--- src/scd_pkg.sv ---
// shared constants, types and keymap roms for the scancode decoder
package scd_pkg;

  localparam int TABLE_DEPTH = 128;
  localparam int CODE_W      = $clog2(TABLE_DEPTH);

  localparam logic [7:0] BREAK_MASK   = 8'h80;
  localparam logic [7:0] CODE_LSHIFT  = 8'h2A;
  localparam logic [7:0] CODE_RSHIFT  = 8'h36;
  localparam logic [7:0] LIMIT_RESET  = 8'd90;

  localparam logic OP_SCAN = 1'b0;
  localparam logic OP_READ = 1'b1;

  // one input beat as held in the input stage
  typedef struct packed {
    logic       op;
    logic [7:0] scan_byte;
  } scd_item_t;

  // us layout, unshifted
  function automatic logic [7:0] plain_key(input logic [CODE_W-1:0] code);
    logic [7:0] c;
    case (code)
      7'd1:  c = 8'h1B;  7'd2:  c = 8'h31;  7'd3:  c = 8'h32;  7'd4:  c = 8'h33;
      7'd5:  c = 8'h34;  7'd6:  c = 8'h35;  7'd7:  c = 8'h36;  7'd8:  c = 8'h37;
      7'd9:  c = 8'h38;  7'd10: c = 8'h39;  7'd11: c = 8'h30;  7'd12: c = 8'h2D;
      7'd13: c = 8'h3D;  7'd14: c = 8'h08;  7'd15: c = 8'h09;  7'd16: c = 8'h71;
      7'd17: c = 8'h77;  7'd18: c = 8'h65;  7'd19: c = 8'h72;  7'd20: c = 8'h74;
      7'd21: c = 8'h79;  7'd22: c = 8'h75;  7'd23: c = 8'h69;  7'd24: c = 8'h6F;
      7'd25: c = 8'h70;  7'd26: c = 8'h5B;  7'd27: c = 8'h5D;  7'd28: c = 8'h0A;
      7'd30: c = 8'h61;  7'd31: c = 8'h73;  7'd32: c = 8'h64;  7'd33: c = 8'h66;
      7'd34: c = 8'h67;  7'd35: c = 8'h68;  7'd36: c = 8'h6A;  7'd37: c = 8'h6B;
      7'd38: c = 8'h6C;  7'd39: c = 8'h3B;  7'd40: c = 8'h27;  7'd41: c = 8'h60;
      7'd43: c = 8'h5C;  7'd44: c = 8'h7A;  7'd45: c = 8'h78;  7'd46: c = 8'h63;
      7'd47: c = 8'h76;  7'd48: c = 8'h62;  7'd49: c = 8'h6E;  7'd50: c = 8'h6D;
      7'd51: c = 8'h2C;  7'd52: c = 8'h2E;  7'd53: c = 8'h2F;  7'd55: c = 8'h2A;
      7'd57: c = 8'h20;  7'd74: c = 8'h2D;  7'd78: c = 8'h2B;
      default: c = 8'h00;
    endcase
    return c;
  endfunction

  // us layout, with shift held
  function automatic logic [7:0] shifted_key(input logic [CODE_W-1:0] code);
    logic [7:0] c;
    case (code)
      7'd1:  c = 8'h1B;  7'd2:  c = 8'h21;  7'd3:  c = 8'h40;  7'd4:  c = 8'h23;
      7'd5:  c = 8'h24;  7'd6:  c = 8'h25;  7'd7:  c = 8'h5E;  7'd8:  c = 8'h26;
      7'd9:  c = 8'h2A;  7'd10: c = 8'h28;  7'd11: c = 8'h29;  7'd12: c = 8'h5F;
      7'd13: c = 8'h2B;  7'd14: c = 8'h08;  7'd15: c = 8'h09;  7'd16: c = 8'h51;
      7'd17: c = 8'h57;  7'd18: c = 8'h45;  7'd19: c = 8'h52;  7'd20: c = 8'h54;
      7'd21: c = 8'h59;  7'd22: c = 8'h55;  7'd23: c = 8'h49;  7'd24: c = 8'h4F;
      7'd25: c = 8'h50;  7'd26: c = 8'h7B;  7'd27: c = 8'h7D;  7'd28: c = 8'h0A;
      7'd30: c = 8'h41;  7'd31: c = 8'h53;  7'd32: c = 8'h44;  7'd33: c = 8'h46;
      7'd34: c = 8'h47;  7'd35: c = 8'h48;  7'd36: c = 8'h4A;  7'd37: c = 8'h4B;
      7'd38: c = 8'h4C;  7'd39: c = 8'h3A;  7'd40: c = 8'h22;  7'd41: c = 8'h7E;
      7'd43: c = 8'h7C;  7'd44: c = 8'h5A;  7'd45: c = 8'h58;  7'd46: c = 8'h43;
      7'd47: c = 8'h56;  7'd48: c = 8'h42;  7'd49: c = 8'h4E;  7'd50: c = 8'h4D;
      7'd51: c = 8'h3C;  7'd52: c = 8'h3E;  7'd53: c = 8'h3F;  7'd55: c = 8'h2A;
      7'd57: c = 8'h20;  7'd74: c = 8'h2D;  7'd78: c = 8'h2B;
      default: c = 8'h00;
    endcase
    return c;
  endfunction

endpackage

--- src/scd_core.sv ---
// shift tracking, keymap lookup and held key state
module scd_core (
  input  logic              clk,
  input  logic              rst_n,
  input  logic              cfg_we,
  input  logic [7:0]        cfg_wdata,
  input  logic              fire,
  input  scd_pkg::scd_item_t item,
  output logic [7:0]        key_char
);

  logic       lshift_r, lshift_nxt;
  logic       rshift_r, rshift_nxt;
  logic [7:0] held_r, held_nxt;
  logic [7:0] limit_r;
  logic [6:0] released;
  logic [scd_pkg::CODE_W-1:0] code;
  logic [7:0] lookup;

  assign released = item.scan_byte[6:0];
  assign code     = item.scan_byte[scd_pkg::CODE_W-1:0];
  assign key_char = held_r;

  // rom lookup picks the shifted table when either shift is down
  assign lookup = (lshift_r || rshift_r) ? scd_pkg::shifted_key(code)
                                         : scd_pkg::plain_key(code);

  // next state for one beat
  always_comb begin
    lshift_nxt = lshift_r;
    rshift_nxt = rshift_r;
    held_nxt   = held_r;
    if (fire) begin
      if (item.op == scd_pkg::OP_READ) begin
        held_nxt = 8'h00;
      end else if ((item.scan_byte & scd_pkg::BREAK_MASK) != 8'h00) begin
        if (released == scd_pkg::CODE_LSHIFT[6:0]) begin
          lshift_nxt = 1'b0;
        end else if (released == scd_pkg::CODE_RSHIFT[6:0]) begin
          rshift_nxt = 1'b0;
        end
      end else if (item.scan_byte == scd_pkg::CODE_LSHIFT) begin
        lshift_nxt = 1'b1;
      end else if (item.scan_byte == scd_pkg::CODE_RSHIFT) begin
        rshift_nxt = 1'b1;
      end else if (item.scan_byte != 8'h00 && item.scan_byte < limit_r) begin
        held_nxt = lookup;
      end
    end
  end

  // state registers
  always_ff @(posedge clk) begin
    if (!rst_n) begin
      lshift_r <= 1'b0;
      rshift_r <= 1'b0;
      held_r   <= 8'h00;
      limit_r  <= scd_pkg::LIMIT_RESET;
    end else begin
      lshift_r <= lshift_nxt;
      rshift_r <= rshift_nxt;
      held_r   <= held_nxt;
      if (cfg_we) begin
        limit_r <= cfg_wdata;
      end
    end
  end

`ifndef SYNTH
  a_read_clears: assert property (@(posedge clk) disable iff (!rst_n)
    fire && item.op == scd_pkg::OP_READ |=> held_r == 8'h00)
    else $error("held key not cleared by read");
  a_lshift_make: assert property (@(posedge clk) disable iff (!rst_n)
    fire && item.op == scd_pkg::OP_SCAN && item.scan_byte == scd_pkg::CODE_LSHIFT
    |=> lshift_r)
    else $error("left shift make not tracked");
  a_lshift_break: assert property (@(posedge clk) disable iff (!rst_n)
    fire && item.op == scd_pkg::OP_SCAN
    && item.scan_byte == (scd_pkg::CODE_LSHIFT | scd_pkg::BREAK_MASK) |=> !lshift_r)
    else $error("left shift break not tracked");
  a_shift_keeps_key: assert property (@(posedge clk) disable iff (!rst_n)
    fire && item.op == scd_pkg::OP_SCAN && item.scan_byte == scd_pkg::CODE_RSHIFT
    |=> $stable(held_r))
    else $error("shift make changed held key");
`endif

endmodule

--- src/scancode_to_ascii_decoder.sv ---
// top level: input stage, decoder core and result register
// a read beat passes the input stage and then the result register before its result is on out_valid
// throughput: one beat per cycle, limited only by the result register
// scan beats produce no result and never wait on the output side
// reset (rst_n low, synchronous): both stages empty, shifts released,
// held key zero, keymap limit back to 90
module scancode_to_ascii_decoder (
  input  logic       clk,
  input  logic       rst_n,
  input  logic       cfg_we,
  input  logic [7:0] cfg_wdata,
  input  logic       in_valid,
  output logic       in_stall,
  input  logic       in_op,
  input  logic [7:0] in_scan_byte,
  output logic       out_valid,
  input  logic       out_stall,
  output logic [7:0] out_key_char
);

  logic              s1_valid_r;
  scd_pkg::scd_item_t s1_item_r;
  logic              s1_go;
  logic              fire;
  logic              out_valid_r;
  logic [7:0]        out_key_r;
  logic [7:0]        held_key;

  // a read beat waits only when the result register is full and stalled
  assign s1_go    = !(s1_item_r.op == scd_pkg::OP_READ && out_valid_r && out_stall);
  assign fire     = s1_valid_r && s1_go;
  assign in_stall = s1_valid_r && !s1_go;

  // input stage
  always_ff @(posedge clk) begin
    if (!rst_n) begin
      s1_valid_r <= 1'b0;
    end else if (!in_stall) begin
      s1_valid_r <= in_valid;
    end
  end

  always_ff @(posedge clk) begin
    if (!in_stall && in_valid) begin
      s1_item_r.op        <= in_op;
      s1_item_r.scan_byte <= in_scan_byte;
    end
  end

  scd_core u_core (
    .clk       (clk),
    .rst_n     (rst_n),
    .cfg_we    (cfg_we),
    .cfg_wdata (cfg_wdata),
    .fire      (fire),
    .item      (s1_item_r),
    .key_char  (held_key)
  );

  // result register
  always_ff @(posedge clk) begin
    if (!rst_n) begin
      out_valid_r <= 1'b0;
    end else if (fire && s1_item_r.op == scd_pkg::OP_READ) begin
      out_valid_r <= 1'b1;
    end else if (!out_stall) begin
      out_valid_r <= 1'b0;
    end
  end

  always_ff @(posedge clk) begin
    if (fire && s1_item_r.op == scd_pkg::OP_READ) begin
      out_key_r <= held_key;
    end
  end

  assign out_valid    = out_valid_r;
  assign out_key_char = out_key_r;

endmodule

--- config.mk ---
export PLATFORM = sky130hd
export DESIGN_NAME = scancode_to_ascii_decoder
export DESIGN_NICKNAME = d
export VERILOG_FILES = /design/src/scd_pkg.sv /design/src/scd_core.sv /design/src/scancode_to_ascii_decoder.sv
export SDC_FILE = /design/constraint.sdc
export NUM_CORES = 1
export LEC_CHECK = 0
export ABC_AREA = 0
export BUFFER_PORTS_ARGS = -buffer_cell sky130_fd_sc_hd__buf_4
export CAP_MARGIN = 20
export CORE_MARGIN = 5
export CORE_UTILIZATION = 55
export DETAILED_ROUTE_END_ITERATION = 6
export PLACE_DENSITY = 0.77
export RECOVER_POWER = 25
export REMOVE_ABC_BUFFERS = 1
export SLEW_MARGIN = 5
export SYNTH_ARGS = -nofsm -noshare
export SYNTH_HDL_FRONTEND = slang
export SYNTH_SLANG_ARGS = --single-unit
--- constraint.sdc ---
create_clock -name clk -period 3.19 [get_ports clk]
set_input_delay 0.638 -clock clk [delete_from_list [all_inputs] [get_ports clk]]
set_output_delay 0.638 -clock clk [all_outputs]
set_load 0.005 [all_outputs]
==> run_results.csv, run 1 <==
group,metric,value,unit
critical_path,critical_path_arrival,2.95,ns
power_and_ir_drop,p_switching,579.7,µW
clock_network,clk_latency,0.30,ns
hold_path,whs_endpoint,"out_key_char[0]",
cells_and_area,final_common_cell,"nand2_1",
global_route,grt_pass1_vias,4257,
clock_network,clockBufferDepth,2,
synth,syn_avg_cell_area,8.058,µm²
drt,wire_per_inst,24.34,µm
power_and_ir_drop,seqPwrFrac,44.5,%
hold_path,hold_path_class,"reg2reg",
power_and_ir_drop,intPower,1.025,mW
sta,final-hold-violation-count,0,
power_and_ir_drop,p_leak,1.773,nW
cells_and_area,layout-drive-gt1-share,15.28,%
clock_network,root_buffer,"clkbuf_8",
global_route,antenna_found_initial,0,
synth,synthArstFlopShare,0,%
synth,synth-xor-area-share,0.2119,%
cells_and_area,finalCoreUtilization,61.74,%
clock_network,ctsResizeCount,0,
die,ios,32,
synth,syn_inst,513,
global_route,globalRouteOverflowTotal,0,
place,hpwl,10.88,mm
sta,whs,0.4434,ns
synth,synth_cell_types,80,
sta,setup_slack,0.4468,ns
sta,slew_violations,0,
place,place_inst,621,
global_route,use_met3,8.345,%
sta,slew_headroom,44.16,%
die,design.die.area,9350,µm²
hold_path,hold_depth,0,
power_and_ir_drop,power_density,356.4,nW/µm²
place,globalplace.congestion,1.145,
critical_path,critPathLaunchType,"flip-flop",
synth,synth_top_family_by_area,"compound AO/OA/AOI/OAI gates",
clock_network,cts.clk_slew.worst_paths,0.09,ns
sta,rsz0062_at_grt,"no",
drt,drtPass1Iterations,7,
power_and_ir_drop,p_sw_share,36.13,%
synth,syn_area,4134,µm²
synth,ys.flop_type,"dfxtp_1",
critical_path,worstPathRequired,3.40,ns
clock_network,post_cts_buffers,0,
cells_and_area,layout_common_cells,"nand2_1, buf_4, dfxtp_1",
sta,fin_skew,0.002870,ns
cells_and_area,n_antenna_cell,0,
global_route,top_usage_layer,"met2",
global_route,grtUsageMet1,42.17,%
global_route,grt_max_degree,44,
synth,synth_fa_ha_area_share,5.751,%
die,floorplan.initialDensity,56.69,%
synth,synth_seq_cells,49,
die,num_rows,31,
cells_and_area,fin_nets,570,
drt,drcViolationCount,0,
global_route,gr-usage-all-layers,32.33,%
critical_path,slowest_delay,0.49,ns
sta,min_period_over_period,85.99,%
critical_path,path_cells,"nand4_4 > nand2_4 > inv_4 > o21ai_0 > buf_4 > inv_1 > ha_1 > nand2_1 > nor3_1 > a311o_1 > a2bb2oi_1 > a221o_1 > a31o_1",
critical_path,cp_max_fo,18,
clock_network,postCtsHoldBufs,0,
synth,synth_compound_area_share,30.99,%
synth,yosys_warnings,0,
hold_path,min_from,"u_core.key_char[0]",
critical_path,critical_path_class,"reg2reg",
place,place_ws,0.2683,ns
drt,ant_nets,0,
sta,worstMarginPinSlew,0.8143,ns
die,core_area,7292,µm²
drt,vias,4513,
synth,muxShareOfSynthArea,7.900,%
clock_network,cts_num_sinks,49,
critical_path,r2r_slack,0.45,ns
global_route,grt.met2_usage,47.51,%
power_and_ir_drop,ir_worst_vdd,0.1813,mV
power_and_ir_drop,combPwrFrac,32.0,%
critical_path,r2r-start,"s1_item_r[8]",
clock_network,htree_levels,2,
place,io_buffers,30,
sta,setup_tns,0,ns
sta,fin_crit,2.743,ns
power_and_ir_drop,clockPowerShare,23.6,%
place,placed_cell_area,4431,µm²
drt,drtIter0Drc,901,
cells_and_area,syn_to_final_growth,8.898,%
power_and_ir_drop,p_total,1.605,mW
critical_path,reg2regPathDepth,13,
run,maxCapViolCount,0,
synth,ys_seq_area_share,27.60,%
drt,vias_per_cell,7.175,
critical_path,crit_path_top_delay_cell,"edfxtp_1",
drt,drt_wl_total,15.31,mm
global_route,grt_pass1_wl,24.50,mm
clock_network,cts_tree,"yes",
sta,max_freq,364.5,MHz
clock_network,cts_buffers,5,
cells_and_area,fin_area,4502,µm²
die,fp.dieW,96.70,µm
synth,synth_simple_gate_area_share,20.28,%
sta,setup_viol,0,
die,die_h,96.70,µm
cells_and_area,fin_cells,629,
critical_path,endpoint_kind,"flip-flop",
cells_and_area,fillCellCount,663,
run_status,outcome,"finished, final reports clean",
synth,synth-edff-count,16,
[cell families after synthesis]
logic type,count (synthesis)
buf+inv,66
flops,49
compound gates,177
other cells,1
fa+ha+maj,19
mux,31
simple gates,169
xor+xnor,1
[power groups by stage]
stage          combinational [mW]  sequential (mW)  clock (mW)
4_1_cts                     0.492            0.712       0.384
3_3_place_gp                0.488            0.725           0
6_report                    0.513            0.713       0.378
3_5_place_dp                0.490            0.727           0
2_1_floorplan               0.291            0.724           0
5_1_grt                     0.545            0.718       0.415
[synthesized netlist by cell type, types with 3 or more instances]
cell	n	share of area (%)
o2111ai_1	4	0.85
dfxtp_1	33	16
ha_1	19	5.8
clkbuf_1	17	1.5
nand2_1	59	5.4
buf_1	3	0.27
o22ai_1	3	0.45
o21ai_0	26	3.1
o211ai_1	7	1.3
nor3_1	21	2.5
a211o_1	3	0.64
o221ai_1	4	0.85
inv_1	23	2.1
mux2i_1	18	4.4
o21a_1	3	0.54
o31a_1	3	0.64
nand3_1	11	1.3
o311a_1	3	0.73
buf_2	15	1.8
a21oi_1	32	3.9
edfxtp_1	16	12
o31ai_1	7	1.3
or3_1	5	0.76
a21o_1	9	1.6
nand4_1	7	1.1
nand2b_1	9	1.4
a211oi_1	10	1.8
a2bb2oi_1	4	0.85
mux2_2	13	3.5
nor2b_1	13	2.0
nor2_1	29	2.6
a31oi_1	13	2.0
nor4_1	3	0.45
a221oi_1	7	1.5
a22oi_1	6	1.1
a41oi_1	3	0.64
[how the worst max path moves through the flow]
stage | slack, ns | endpoint | startpoint | cells past startpoint
6_report | 0.45 | flip-flop | s1_item_r[8] | 13
5_1_grt | 0.32 | flip-flop | s1_item_r[8] | 12
4_1_cts | 0.51 | flip-flop | s1_item_r[8] | 13
3_5_place_dp | 0.27 | flip-flop | out_stall | 15
3_3_place_gp | 0.28 | flip-flop | out_stall | 10
2_1_floorplan | -0.38 | flip-flop | out_stall | 12
[final cells by class]
class	count	area, µm²	area share (%)
Clock inverter	3	21.27	0.4725
Tap cell	99	123.9	2.752
Timing Repair Buffer	48	341.6	7.588
Sequential cell	49	1141	25.35
Multi-Input combinational cell	398	2696	59.89
Clock buffer	5	68.82	1.529
Inverter	27	108.9	2.418
[per-layer routing]
layer	part of all wire [%]	vias to the layer above
li1	-	1962
met1	37	2059
met2	42	388
met3	13	104
met4	7.7	0
met5	0	-
[worst max-delay path, delay by kind of cell (launching register included)]
family,cells,cell delay (ns)
AOI/OAI and AO/OA,5,0.89
adders and majority gates,1,0.25
buffers and inverters,3,0.51
DFF,1,0.49
and+or+nand+nor,4,0.49
Power figures use the tool's default switching activity.
==> inputs of run 2 (changes only) <==
CELL_PAD_IN_SITES_DETAIL_PLACEMENT = 1   (was unset)
CELL_PAD_IN_SITES_GLOBAL_PLACEMENT = 2   (was unset)
CORE_UTILIZATION = 33   (was 55)
MAX_ROUTING_LAYER = met4   (was unset)
==> run_results.csv, run 2 (synthesis results as in run 1) <==
group,metric,value,unit
run_status,outcome,"finished, final reports clean",
drt,ant_nets,0,
die,num_rows,40,
die,ios,32,
sta,rsz0062_at_grt,"no",
sta,min_period_over_period,87.09,%
global_route,grt_pass1_wl,26.63,mm
die,floorplan.initialDensity,33.99,%
sta,fin_crit,2.778,ns
critical_path,critical_path_class,"in2reg",
clock_network,cts_num_sinks,49,
die,design.die.area,14870,µm²
clock_network,cts_buffers,5,
global_route,top_usage_layer,"met2",
sta,final-hold-violation-count,0,
critical_path,endpoint_kind,"flip-flop",
critical_path,critPathLaunchType,"input port",
power_and_ir_drop,ir_worst_vdd,0.2776,mV
place,io_buffers,30,
clock_network,postCtsHoldBufs,0,
critical_path,crit_path_frequent_cell,"nand2_1",
critical_path,crit_buf_inv,2,
global_route,antenna_found_initial,0,
sta,slew_violations,0,
critical_path,slowest_delay,0.58,ns
critical_path,worstPathRequired,3.37,ns
die,fp.dieW,121.9,µm
place,hpwl,12.62,mm
die,die_h,121.9,µm
run,maxCapViolCount,0,
global_route,grt_max_degree,58,
place,globalplace.congestion,0.9993,
critical_path,critical_path_arrival,2.96,ns
global_route,grtUsageMet1,30.02,%
clock_network,clockBufferDepth,2,
critical_path,cp_max_fo,13,
cells_and_area,syn_to_final_growth,14.62,%
critical_path,path_cells,"clkbuf_1 > nand2_1 > nand2_1 > inv_1 > ha_1 > a21o_1 > a221oi_1 > o2bb2ai_1 > o2bb2a_1 > a41oi_1",
cells_and_area,layout_common_cells,"nand2_1, buf_4, dfxtp_1",
drt,vias_per_cell,6.232,
drt,wire_per_inst,24.36,µm
critical_path,crit_path_top_delay_cell,"clkbuf_1",
sta,slew_headroom,40.67,%
power_and_ir_drop,p_leak,1.849,nW
drt,drt_wl_total,17.13,mm
global_route,gr-usage-all-layers,24.18,%
cells_and_area,fin_nets,575,
global_route,grt.met2_usage,37.57,%
drt,drtIter0Drc,369,
cells_and_area,n_antenna_cell,0,
cells_and_area,fin_cells,703,
drt,vias,4381,
clock_network,root_buffer,"clkbuf_16",
drt,drcViolationCount,0,
global_route,globalRouteOverflowTotal,0,
cells_and_area,final_common_cell,"nand2_1",
sta,setup_slack,0.4117,ns
global_route,grt_pass1_vias,4510,
clock_network,cts.clk_slew.worst_paths,0.07,ns
clock_network,ctsResizeCount,0,
critical_path,critical_path.top_delay_family,"compound AO/OA/AOI/OAI gates",
place,place_inst,695,
sta,fin_skew,0.005343,ns
place,place_ws,0.3135,ns
sta,max_freq,359.9,MHz
clock_network,htree_levels,2,
hold_path,hold_path_class,"reg2reg",
clock_network,post_cts_buffers,0,
drt,drtPass1Iterations,5,
die,core_area,12160,µm²
power_and_ir_drop,power_density,410.9,nW/µm²
clock_network,clk_latency,0.30,ns
global_route,use_met3,3.946,%
sta,worstMarginPinSlew,0.8866,ns
clock_network,cts_tree,"yes",
cells_and_area,layout-drive-gt1-share,15.89,%
sta,setup_tns,0,ns
sta,setup_viol,0,
-- run 2: changes by cell type in the layout (fill, tap and decap cells not counted) --
cell / before / now
clkbuf_8: 5 / 0
clkinv_2: 1 / 0
clkbuf_16: 0 / 5
buf_4: 41 / 44
clkinvlp_4: 1 / 0
bufinv_16: 0 / 2
buf_12: 0 / 1
clkbuf_1: 5 / 6
-- run 2: final timing paths --
path | from | cells after the start | slack (ns) | endpoint
max | in_scan_byte[0] | 10 | 0.41 | flip-flop
min | u_core.key_char[5] | 0 | 0.43 | out_key_char[5]
max reg2reg | s1_item_r[8] | 9 | 0.49 | flip-flop
min reg2reg | u_core.key_char[5] | 0 | 0.43 | out_key_char[5]
-- run 2: final cells by class --
cell class | instances | area, µm²
clock buffer | 5 | 125.1
multi-input combinational | 398 | 2696
fill | 1501 | 7423
timing repair buffer | 53 | 387.9
inverter | 27 | 108.9
sequential | 49 | 1141
tap | 168 | 210.2
clock inverter | 3 | 68.82
-- run 2: per-stage QoR --
step                      area (µm²)  power [mW]  utilization [%]  hold slack (ns)
after floorplan                 3946       1.014                -           0.4081
after global placement          4567       1.241            37.55           0.4142
after detailed placement        4567       1.247            37.55           0.4178
after CTS                       4761       1.961            39.15           0.4341
after global routing            4738       2.034            38.96           0.4524
final                           4738       1.947            38.96           0.4303
-- run 2: report_power, final --
group	internal (mW)	switching (mW)	leakage [nW]
Sequential	0.684	0.0267	0.427
Clock	0.452	0.255	0.0944
Combinational	0.191	0.337	1.33
-- run 2: metal layers --
metal / vias up / routed length [µm]
met5: - / 0
met4: 0 / 998
met3: 58 / 1088
met2: 193 / 7691
met1: 2157 / 7346
li1: 1973 / -
